==> src/hdl/crchk_pkg.sv <==
// Package for the chunked receive checker: item codes, status codes, FSM states,
// controller/datapath command and status structs.
// Has no dependencies; the ctrl, dp and top-level files all use it.
package crchk_pkg;

    localparam int OFFSET_BITS_DEF = 32;

    // Field widths fixed by the item format
    localparam int FIELD_W = 32;
    localparam int BYTE_W  = 8;
    localparam int PROG_W  = 7;

    // Progress divider: dividend is offset*100 (at most 39 bits); the quotient is
    // kept to 8 bits, and a larger quotient is caught up front as saturation.
    localparam int QUO_W   = 8;
    localparam int DIV_W   = FIELD_W + QUO_W;
    localparam int IDX_W   = 3;

    localparam logic [FIELD_W-1:0] CRC_POLY = 32'hEDB8_8320;
    localparam logic [FIELD_W-1:0] CRC_INIT = 32'hFFFF_FFFF;
    localparam logic [PROG_W-1:0]  PERCENT_FULL = 7'd100;

    // Action codes of an input beat
    localparam logic [1:0] ACT_START = 2'd0;
    localparam logic [1:0] ACT_DATA  = 2'd1;
    localparam logic [1:0] ACT_END   = 2'd2;

    typedef enum logic [1:0] {
        ST_STARTED  = 2'd0,
        ST_TRANSFER = 2'd1,
        ST_COMPLETE = 2'd2,
        ST_ERROR    = 2'd3
    } status_t;

    typedef enum logic [2:0] {
        S_IDLE,
        S_CRC,
        S_DIV_INIT,
        S_DIV_CHECK,
        S_DIV,
        S_DIV_FIN,
        S_EMIT
    } state_t;

    typedef struct packed {
        logic             start;
        logic             data;
        logic             end_item;
        logic             crc_step;
        logic             div_init;
        logic             div_check;
        logic             div_step;
        logic [IDX_W-1:0] div_idx;
        logic             div_fin;
        logic             out_load;
    } cmd_t;

    typedef struct packed {
        logic take_byte;
    } sts_t;

endpackage

==> src/hdl/crchk_ctrl.sv <==
// Controller FSM of the chunked receive checker: input/output handshakes,
// CRC and divider sequencing. Uses crchk_pkg; drives crchk_dp through cmd_t.
module crchk_ctrl
(
    input  logic                clk,
    input  logic                rst_n,
    input  logic                in_valid,
    output logic                in_stall,
    input  logic [1:0]          action,
    input  logic                last_in_chunk,
    output logic                out_valid,
    input  logic                out_stall,
    input  crchk_pkg::sts_t     sts,
    output crchk_pkg::cmd_t     cmd
);

    crchk_pkg::state_t                state_reg, state_next;
    logic [crchk_pkg::IDX_W-1:0]      cnt_reg, cnt_next;
    logic                             last_reg, last_next;
    logic                             out_valid_reg, out_valid_next;
    logic                             accept;
    logic                             out_free;
    logic                             cnt_done;

    assign in_stall  = (state_reg != crchk_pkg::S_IDLE);
    assign accept    = in_valid && !in_stall;
    assign out_free  = !out_valid_reg || !out_stall;
    assign cnt_done  = (cnt_reg == {crchk_pkg::IDX_W{1'b1}});
    assign out_valid = out_valid_reg;

    // next state
    always_comb
    begin
        state_next = state_reg;
        unique case (state_reg)
            crchk_pkg::S_IDLE:
            begin
                if (in_valid)
                begin
                    unique case (action)
                        crchk_pkg::ACT_START: state_next = crchk_pkg::S_EMIT;
                        crchk_pkg::ACT_END:   state_next = crchk_pkg::S_EMIT;
                        crchk_pkg::ACT_DATA:
                        begin
                            if (sts.take_byte)
                                state_next = crchk_pkg::S_CRC;
                            else if (last_in_chunk)
                                state_next = crchk_pkg::S_DIV_INIT;
                        end
                        default: state_next = crchk_pkg::S_IDLE;
                    endcase
                end
            end
            crchk_pkg::S_CRC:
            begin
                if (cnt_done)
                    state_next = last_reg ? crchk_pkg::S_DIV_INIT : crchk_pkg::S_IDLE;
            end
            crchk_pkg::S_DIV_INIT:  state_next = crchk_pkg::S_DIV_CHECK;
            crchk_pkg::S_DIV_CHECK: state_next = crchk_pkg::S_DIV;
            crchk_pkg::S_DIV:
            begin
                if (cnt_done)
                    state_next = crchk_pkg::S_DIV_FIN;
            end
            crchk_pkg::S_DIV_FIN:   state_next = crchk_pkg::S_EMIT;
            crchk_pkg::S_EMIT:
            begin
                if (out_free)
                    state_next = crchk_pkg::S_IDLE;
            end
            default: state_next = crchk_pkg::S_IDLE;
        endcase
    end

    // outputs and counters
    always_comb
    begin
        cmd            = '0;
        cmd.start      = accept && (action == crchk_pkg::ACT_START);
        cmd.data       = accept && (action == crchk_pkg::ACT_DATA);
        cmd.end_item   = accept && (action == crchk_pkg::ACT_END);
        cmd.crc_step   = (state_reg == crchk_pkg::S_CRC);
        cmd.div_init   = (state_reg == crchk_pkg::S_DIV_INIT);
        cmd.div_check  = (state_reg == crchk_pkg::S_DIV_CHECK);
        cmd.div_step   = (state_reg == crchk_pkg::S_DIV);
        cmd.div_idx    = ~cnt_reg;  // MSB first
        cmd.div_fin    = (state_reg == crchk_pkg::S_DIV_FIN);
        cmd.out_load   = (state_reg == crchk_pkg::S_EMIT) && out_free;

        cnt_next = '0;
        if (state_reg == crchk_pkg::S_CRC || state_reg == crchk_pkg::S_DIV)
            cnt_next = cnt_reg + crchk_pkg::IDX_W'(1);

        last_next = last_reg;
        if (cmd.data)
            last_next = last_in_chunk;

        out_valid_next = cmd.out_load || (out_valid_reg && out_stall);
    end

    always_ff @(posedge clk or negedge rst_n)
    begin
        if (!rst_n)
        begin
            state_reg     <= crchk_pkg::S_IDLE;
            cnt_reg       <= '0;
            last_reg      <= 1'b0;
            out_valid_reg <= 1'b0;
        end
        else
        begin
            state_reg     <= state_next;
            cnt_reg       <= cnt_next;
            last_reg      <= last_next;
            out_valid_reg <= out_valid_next;
        end
    end

endmodule

==> src/hdl/crchk_dp.sv <==
// Datapath of the chunked receive checker: transfer state, bit-serial CRC-32,
// restoring progress divider and the output register. Uses crchk_pkg.
module crchk_dp #(
    parameter int OFFSET_BITS = crchk_pkg::OFFSET_BITS_DEF
)
(
    input  logic                                  clk,
    input  logic                                  rst_n,
    input  crchk_pkg::cmd_t                       cmd,
    output crchk_pkg::sts_t                       sts,
    input  logic [crchk_pkg::FIELD_W-1:0]         expected_crc,
    input  logic [crchk_pkg::FIELD_W-1:0]         expected_size,
    input  logic [crchk_pkg::FIELD_W-1:0]         chunk_offset,
    input  logic [crchk_pkg::BYTE_W-1:0]          data_byte,
    input  logic                                  first_in_chunk,
    input  logic                                  last_in_chunk,
    output logic                                  ack_present,
    output logic                                  ack_code,
    output logic [1:0]                            status_code,
    output logic [crchk_pkg::PROG_W-1:0]          progress_percent
);

    localparam int FW = crchk_pkg::FIELD_W;
    localparam int DW = crchk_pkg::DIV_W;
    localparam int QW = crchk_pkg::QUO_W;
    localparam int PW = crchk_pkg::PROG_W;

    logic [FW-1:0]          want_crc_reg, want_crc_next;
    logic [FW-1:0]          want_size_reg, want_size_next;
    logic [OFFSET_BITS-1:0] next_offset_reg, next_offset_next;
    logic [FW-1:0]          running_crc_reg, running_crc_next;
    logic                   chunk_taken_reg, chunk_taken_next;
    crchk_pkg::status_t     cur_status_reg, cur_status_next;

    logic [DW-1:0]          rem_reg, rem_next;
    logic [QW-1:0]          quo_reg, quo_next;
    logic                   sat_reg, sat_next;
    logic                   pend_ack_reg, pend_ack_next;
    logic                   pend_code_reg, pend_code_next;
    logic [PW-1:0]          pend_prog_reg, pend_prog_next;

    logic                   ack_present_reg;
    logic                   ack_code_reg;
    logic [1:0]             status_code_reg;
    logic [PW-1:0]          progress_reg;

    logic                   take_byte;
    logic [DW-1:0]          off_ext;
    logic [DW-1:0]          divisor;
    logic [DW-1:0]          size_top;

    // chunk decision is made on the first beat, then held for the rest
    assign take_byte     = first_in_chunk ? (chunk_offset == FW'(next_offset_reg))
                                          : chunk_taken_reg;
    assign sts.take_byte = take_byte;

    assign off_ext  = DW'(next_offset_reg);
    assign divisor  = DW'(want_size_reg) << cmd.div_idx;
    assign size_top = {want_size_reg, {QW{1'b0}}};

    always_comb
    begin
        want_crc_next    = want_crc_reg;
        want_size_next   = want_size_reg;
        next_offset_next = next_offset_reg;
        running_crc_next = running_crc_reg;
        chunk_taken_next = chunk_taken_reg;
        cur_status_next  = cur_status_reg;
        rem_next         = rem_reg;
        quo_next         = quo_reg;
        sat_next         = sat_reg;
        pend_ack_next    = pend_ack_reg;
        pend_code_next   = pend_code_reg;
        pend_prog_next   = pend_prog_reg;

        if (cmd.start)
        begin
            want_crc_next    = expected_crc;
            want_size_next   = expected_size;
            next_offset_next = '0;
            running_crc_next = crchk_pkg::CRC_INIT;
            chunk_taken_next = 1'b0;
            cur_status_next  = crchk_pkg::ST_STARTED;
            pend_ack_next    = 1'b1;
            pend_code_next   = 1'b0;
            pend_prog_next   = '0;
        end

        if (cmd.data)
        begin
            chunk_taken_next = take_byte;
            if (take_byte)
            begin
                running_crc_next = running_crc_reg ^ FW'(data_byte);
                next_offset_next = next_offset_reg + OFFSET_BITS'(1);
            end
            if (last_in_chunk)
            begin
                cur_status_next = take_byte ? crchk_pkg::ST_TRANSFER : crchk_pkg::ST_ERROR;
                pend_ack_next   = 1'b1;
                pend_code_next  = !take_byte;
            end
        end

        if (cmd.end_item)
        begin
            cur_status_next = ((~running_crc_reg) == want_crc_reg) ? crchk_pkg::ST_COMPLETE
                                                                   : crchk_pkg::ST_ERROR;
            pend_ack_next   = 1'b0;
            pend_code_next  = 1'b0;
            pend_prog_next  = crchk_pkg::PERCENT_FULL;
        end

        // one polynomial step per cycle, byte already xored in
        if (cmd.crc_step)
            running_crc_next = (running_crc_reg >> 1)
                             ^ (running_crc_reg[0] ? crchk_pkg::CRC_POLY : '0);

        // offset * 100 as shift-add
        if (cmd.div_init)
        begin
            rem_next = (off_ext << 6) + (off_ext << 5) + (off_ext << 2);
            quo_next = '0;
            sat_next = (want_size_reg == '0);
        end

        // quotient of 256 or more: clamp, skip the real value
        if (cmd.div_check)
        begin
            if (rem_reg >= size_top)
                sat_next = 1'b1;
        end

        if (cmd.div_step)
        begin
            if (rem_reg >= divisor)
            begin
                rem_next              = rem_reg - divisor;
                quo_next[cmd.div_idx] = 1'b1;
            end
        end

        if (cmd.div_fin)
        begin
            if (sat_reg || (quo_reg > QW'(crchk_pkg::PERCENT_FULL)))
                pend_prog_next = crchk_pkg::PERCENT_FULL;
            else
                pend_prog_next = quo_reg[PW-1:0];
        end
    end

    always_ff @(posedge clk or negedge rst_n)
    begin
        if (!rst_n)
        begin
            want_crc_reg    <= '0;
            want_size_reg   <= '0;
            next_offset_reg <= '0;
            running_crc_reg <= crchk_pkg::CRC_INIT;
            chunk_taken_reg <= 1'b0;
            cur_status_reg  <= crchk_pkg::ST_STARTED;
        end
        else
        begin
            want_crc_reg    <= want_crc_next;
            want_size_reg   <= want_size_next;
            next_offset_reg <= next_offset_next;
            running_crc_reg <= running_crc_next;
            chunk_taken_reg <= chunk_taken_next;
            cur_status_reg  <= cur_status_next;
        end
    end

    // work and result registers, no reset needed
    always_ff @(posedge clk)
    begin
        rem_reg       <= rem_next;
        quo_reg       <= quo_next;
        sat_reg       <= sat_next;
        pend_ack_reg  <= pend_ack_next;
        pend_code_reg <= pend_code_next;
        pend_prog_reg <= pend_prog_next;
        if (cmd.out_load)
        begin
            ack_present_reg <= pend_ack_reg;
            ack_code_reg    <= pend_code_reg;
            status_code_reg <= cur_status_reg;
            progress_reg    <= pend_prog_reg;
        end
    end

    assign ack_present      = ack_present_reg;
    assign ack_code         = ack_code_reg;
    assign status_code      = status_code_reg;
    assign progress_percent = progress_reg;

endmodule

==> src/hdl/chunked_receive_checker_unit.sv <==
// Top level of the chunked receive checker: controller plus datapath.
// Depends on crchk_pkg, crchk_ctrl and crchk_dp.
//
// Receive-side checker for a chunked file transfer. One input beat carries a
// start, a data byte or an end. A start loads the announced CRC-32 and byte
// count, clears the offset and answers with an ok ack (status started,
// progress 0). A data byte is taken only if its chunk was accepted: the first
// byte's chunk_offset must equal the running offset, and that decision holds
// for the following bytes of the chunk. A taken byte advances the offset and
// the CRC-32 (reflected 0xEDB88320, init all ones, final inversion). The last
// byte of a chunk gives an ack (ok / sequencing error), the status
// (transferring / error) and the progress floor(offset*100/size), clamped to
// 100 and 100 for size 0. An end beat gives no ack, complete or error from the
// CRC compare, and progress 100. Action 3 is dropped without a result.
// Timing: one beat at a time; in_stall is high while a beat is in work.
// Start and end go through the emit state to the output register. A taken
// data byte is accepted, then gets 8 bit-serial CRC steps. A rejected
// non-last byte needs no more work. Chunk end adds the progress divide
// (product, range check, 8 restoring steps, clamp) before the result is loaded.
// The output register frees the input side: the next beat can be taken while a
// result waits on out_stall, but a new result waits until the old one is taken.
// OFFSET_BITS (16..32) sets the width of the running offset, which wraps.
module chunked_receive_checker_unit #(
    parameter int OFFSET_BITS = crchk_pkg::OFFSET_BITS_DEF
)
(
    input  logic                                  clk,
    input  logic                                  rst_n,
    input  logic                                  in_valid,
    output logic                                  in_stall,
    input  logic [1:0]                            action,
    input  logic [crchk_pkg::FIELD_W-1:0]         expected_crc,
    input  logic [crchk_pkg::FIELD_W-1:0]         expected_size,
    input  logic [crchk_pkg::FIELD_W-1:0]         chunk_offset,
    input  logic [crchk_pkg::BYTE_W-1:0]          data_byte,
    input  logic                                  first_in_chunk,
    input  logic                                  last_in_chunk,
    output logic                                  out_valid,
    input  logic                                  out_stall,
    output logic                                  ack_present,
    output logic                                  ack_code,
    output logic [1:0]                            status_code,
    output logic [crchk_pkg::PROG_W-1:0]          progress_percent
);

    crchk_pkg::cmd_t cmd;
    crchk_pkg::sts_t sts;

    // sequencing: handshakes, CRC step count, divider steps
    crchk_ctrl u_ctrl
    (
        .clk           (clk),
        .rst_n         (rst_n),
        .in_valid      (in_valid),
        .in_stall      (in_stall),
        .action        (action),
        .last_in_chunk (last_in_chunk),
        .out_valid     (out_valid),
        .out_stall     (out_stall),
        .sts           (sts),
        .cmd           (cmd)
    );

    // transfer state, CRC, progress divider, result register
    crchk_dp #(
        .OFFSET_BITS (OFFSET_BITS)
    ) u_dp
    (
        .clk              (clk),
        .rst_n            (rst_n),
        .cmd              (cmd),
        .sts              (sts),
        .expected_crc     (expected_crc),
        .expected_size    (expected_size),
        .chunk_offset     (chunk_offset),
        .data_byte        (data_byte),
        .first_in_chunk   (first_in_chunk),
        .last_in_chunk    (last_in_chunk),
        .ack_present      (ack_present),
        .ack_code         (ack_code),
        .status_code      (status_code),
        .progress_percent (progress_percent)
    );

endmodule
==> config.mk <==
export PLATFORM = sky130hd
export DESIGN_NAME = chunked_receive_checker_unit
export DESIGN_NICKNAME = d
export VERILOG_FILES = /design/src/hdl/crchk_pkg.sv /design/src/hdl/crchk_ctrl.sv /design/src/hdl/crchk_dp.sv /design/src/hdl/chunked_receive_checker_unit.sv
export SDC_FILE = /design/constraint.sdc
export NUM_CORES = 1
export LEC_CHECK = 0
export BUFFER_PORTS_ARGS = -buffer_cell sky130_fd_sc_hd__buf_2
export CAP_MARGIN = 25
export CORE_AREA = 3 3 219 221
export CTS_CLUSTER_SIZE = 10
export DETAILED_ROUTE_END_ITERATION = 8
export DIE_AREA = 0 0 222 224
export PLACE_DENSITY_LB_ADDON = 0.25
export REMOVE_ABC_BUFFERS = 1
export SETUP_SLACK_MARGIN = 0.02
export SYNTH_ARGS = -nofsm -noshare
export SYNTH_HDL_FRONTEND = slang
export SYNTH_SLANG_ARGS = --single-unit
export TNS_END_PERCENT = 30
==> constraint.sdc <==
create_clock -name clk -period 7.93 [get_ports clk]
set_input_delay 1.1895 -clock clk [delete_from_list [all_inputs] [get_ports clk]]
set_output_delay 1.1895 -clock clk [all_outputs]
set_load 0.1 [all_outputs]
==> flow_results.org <==
** Placement
- At the end of routability-driven placement, the weighted congestion stood at approximately 0.9.
- Detailed placement finished with a half-perimeter wire length of approximately 36,000 um.
- Summing all placed instances gives a cell area of approximately 17,000 sq um.
- Port bufs :: ~120

** Clock tree
- Post-cts hold buffer count :: 0
- Clock tree synthesis found a total of about 210 sinks.
- Setup bufs post-CTS :: 0
- Number of buffers added by the clock tree synthesis step :: 27
- TritonCTS clock tree :: built
- For the worst-skew pair, the clock arrives at the later sink with an insertion delay of about 0.57 ns.
- Count of instances resized after the clock tree is built :: 0
- In this run the number of H-tree levels came out at 1.
- Counting along the longest clock path gives a buffer depth of 3.
- Root buf cell :: clkbuf_16
- Clock transition at the registers of the reported paths :: approximately 0.06 ns

** Detailed routing
- In the final routed layout, each cell accounts on average for around 18 um.
- Count of vias placed by the detailed router :: 14,020
- Routed Antenna Nets :: 0
- In the routed design, unresolved DRC markers number 0.
- DRC marker count from the first detailed-route iteration :: 978
- Total routed wirelength :: between 40,000 and 50,000 um
- Router iterations before antenna repair :: 5
- In the routed layout, each cell is associated on average with a via count of between 5 and 6.

** Finish
- Number of flip-flops in the largest register :: 40
- Of the cells placed in the final design, the portion with a size suffix greater than 1 is 13.27%.
- Area added between synthesis and finish :: 12.60%
- Filler cells :: 4,606
- Final Instance Area :: 18,170 sq um
- For this run, the post-layout net count is 2,218.

** Yosys
- Of all flip-flops after synthesis, the portion carrying an async set or reset was between 60% and 70%.
- The average instance in the mapped netlist occupies between 8 and 9 sq um.
- Synthesis warning total :: 0
- Synth unique cells :: 84
- After synthesis, the cell types taking the most area are dfrtp_1, ha_1, xnor2_1.
- Mapped cell area :: 16,140 sq um
- Register bit total from synthesis :: 208
- Counting flops with a built-in enable in the synthesized netlist gives 18.
- dfrtp_1 takes more of the synthesized area than any other cell.
- Primary FF master, synth :: dfrtp_1
- Counting every instance in the synthesized netlist gives approximately 1,900.
- The top cell type by area accounts for 16.59% of the synthesized area.
- Part of the Yosys area used for sequential elements :: between 30% and 40%

** Die
- For this configuration, the core starts out at a cell density of roughly a third.
- The floorplan step defined a die boundary enclosing a little under 50,000 sq um.
- The floorplan has between 70 and 80 rows.
- The total area inside the core boundary comes to roughly 46,000 sq um.
- From bottom edge to top edge, the die measures ~220 um.
- IO Count :: between 100 and 150
- In this run the horizontal extent of the chip is around 220 um.

** GRT
- The via count of the first global-routing pass is around 14,000.
- Global routing used between 10% and 20% of the available tracks across all layers.
- Number of antenna violations at the first check in global routing :: 3
- Maximum number of pins on one net before global-route repair :: 80
- For this run the aggregate overflow at the end of global routing stands at 0.
- Wire length of the first global-routing pass :: between 70,000 and 80,000 um

** Power
- Power spread over the standard cell area amounts to roughly 460 nW/um^2.
- Leakage :: a little over 8 nW
- Worst-case vdd ir drop :: between 0.3 and 0.4 mV

** Hold path
- The min-delay analysis places its worst path in the category flop to flop.
- Source of the worst hold timing path :: u_dp.pend_prog_reg[4]$_SDFFCE_PP0P_

** Worst setup path
- Critical Path AT :: about 6.0 ns
- STA classifies the critical path startpoint as a flop.
- Worst setup path class :: flop to flop
- At the worst endpoint, the required time is ~8.4 ns.
- Kind of capture point of the worst setup path :: flop
- Worst setup startpoint :: u_dp.next_offset_reg[0]$_DFF_PN0_
- In this run the worst path has a maximum fanout of 8.
- The worst register-to-register path begins at u_dp.next_offset_reg[0]$_DFF_PN0_.

** STA
- For the pin with the worst max-slew slack, the measured transition is ~0.85 ns.
- In the final timing run, aggregate negative setup slack is 0 ns.
- Layout Skew :: roughly 0.030 ns
- Headroom to the max-slew limit came out at between 40% and 50%.
- The final critical path takes up a little over two thirds of the cycle.
- Number of endpoints failing setup at the final stage :: 0
- Timing would allow up to 0.1811 GHz.
- Setup repair after global routing missed its margin :: false
- Max Slew Vio Count :: 0
- The final hold violation count came to 0.
- The smallest clock period supported by the final layout is computed as about 5.5 ns.
- On the final layout, the worst hold slack is about 0.42 ns.

** Flow run
- Across the run, the number of max-cap violations was 0.

** Outcome
- Status :: completed
[layer usage]
layer | up-vias | wire (um) | track usage (%)
met3 | 71 | 2356 | 2.516
li1 | 6992 | - | -
met1 | 6643 | 22490 | 25.97
met5 | - | 7 | 0
met2 | 313 | 21130 | 29.44
met4 | 2 | 1586 | 5.738
[Yosys cell counts, types with 21 or more instances]
cell      number
nor3_1        37
ha_1         134
nand4_1       38
a21oi_1      156
nand2_1      265
xor2_1        50
nor2_1       133
mux2i_1       41
mux4_2        21
dfrtp_1      107
dfxtp_1       51
o21ai_0      108
dfstp_2       32
a21o_1        50
nor4_1        22
clkbuf_1      63
xnor2_1      139
inv_1         75
nand3_1       48
a211oi_1      31
[through the flow]
step           setup slack (ns)  instances  total power [W]  util [%]
6_report                  2.407       2598         0.008424     39.19
5_1_grt                   2.055       2598         0.009135     39.19
4_1_cts                   2.486       2596         0.008406     39.16
3_5_place_dp              2.535       2546         0.007148     37.34
3_3_place_gp              2.627       2544         0.007099     37.30
2_1_floorplan             1.295       1801         0.005890         -
[layout by cell type, fill, tap and decap left out, types with 9 or more instances in the layout]
cell type	count
buf_2	123
nor2_1	131
clkbuf_1	14
xor2_1	50
a21oi_1	156
xnor2_1	139
dfxtp_1	51
nand4_1	38
nand2b_1	15
dfrtp_1	105
nor4_1	22
o21ai_0	108
a21o_1	50
inv_1	75
nand3_1	48
o21a_1	11
a31oi_1	15
a211oi_1	31
and3_1	12
nor2b_1	13
nor3_1	36
o31ai_1	13
mux4_2	21
mux2i_1	41
edfxtp_1	18
o21bai_1	9
nand2_1	265
dfstp_2	32
o211ai_1	9
ha_1	134
buf_4	14
clkbuf_16	30
[worst max-delay path, cell delays in order (launching register included)]
cell      delay [ns]
dfrtp_1         0.61
ha_1            0.28
inv_1           0.09
fa_1            0.41
nand2b_1        0.19
a21oi_1         0.19
o21ai_0         0.25
o211a_1         0.34
o21ai_0         0.28
xor2_1          0.11
ha_1            0.37
nand4_1         0.15
or2_2           0.31
nor4_1          0.53
o21ai_0         0.29
a211o_1         0.36
nand2_1         0.10
nand4_1         0.15
o41a_1          0.35
nand3_1         0.08
[area by class of cell]
type / instances / area [sq um] / area share, %
repair buffers: 139 / 743.2 / 4.091
diodes: 1 / 2.502 / 0.01377
flip-flops and latches: 208 / 5082 / 27.97
clock buffers: 45 / 817.0 / 4.497
inverters: 78 / 292.8 / 1.611
multi-input cells: 1515 / 10440 / 57.47
clock inverters: 5 / 30.03 / 0.1653
well taps: 607 / 759.5 / 4.180
[power by group]
group	internal, W	total, W	leakage (nW)	switching [W]
logic	0.00219	0.00511	5.40	0.00291
clock network	0.000699	0.00119	0.414	0.000490
registers	0.00158	0.00213	2.29	0.000555
[worst paths after layout]
path                                                 endpoint  slack [ns]  depth (start not counted)
setup / recovery                     u_dp.rem_reg[37]$_DFF_P_        2.41                         19
hold / removal             u_dp.progress_percent[4]$_DFFE_PP_        0.42                          0
setup reg to reg                     u_dp.rem_reg[37]$_DFF_P_        2.41                         19
hold reg to reg            u_dp.progress_percent[4]$_DFFE_PP_        0.42                          0
max in group asynchronous    u_dp.want_crc_reg[1]$_DFFE_PN0P_        5.95                          2
min in group asynchronous  u_dp.want_size_reg[29]$_DFFE_PN0P_        0.71                          1
[cell families after synthesis]
logic type	after synthesis	share of synthesized area [%]
multiplexers	67	5.823
AO/OA/AOI/OAI	497	20.01
flip-flops	208	31.48
buffers and inverters	164	3.924
AND/OR/NAND/NOR	624	17.64
XOR/XNOR	190	10.36
adder cells (fa/ha/maj)	137	10.76
Note: power is estimated with default switching activity, not from simulation.
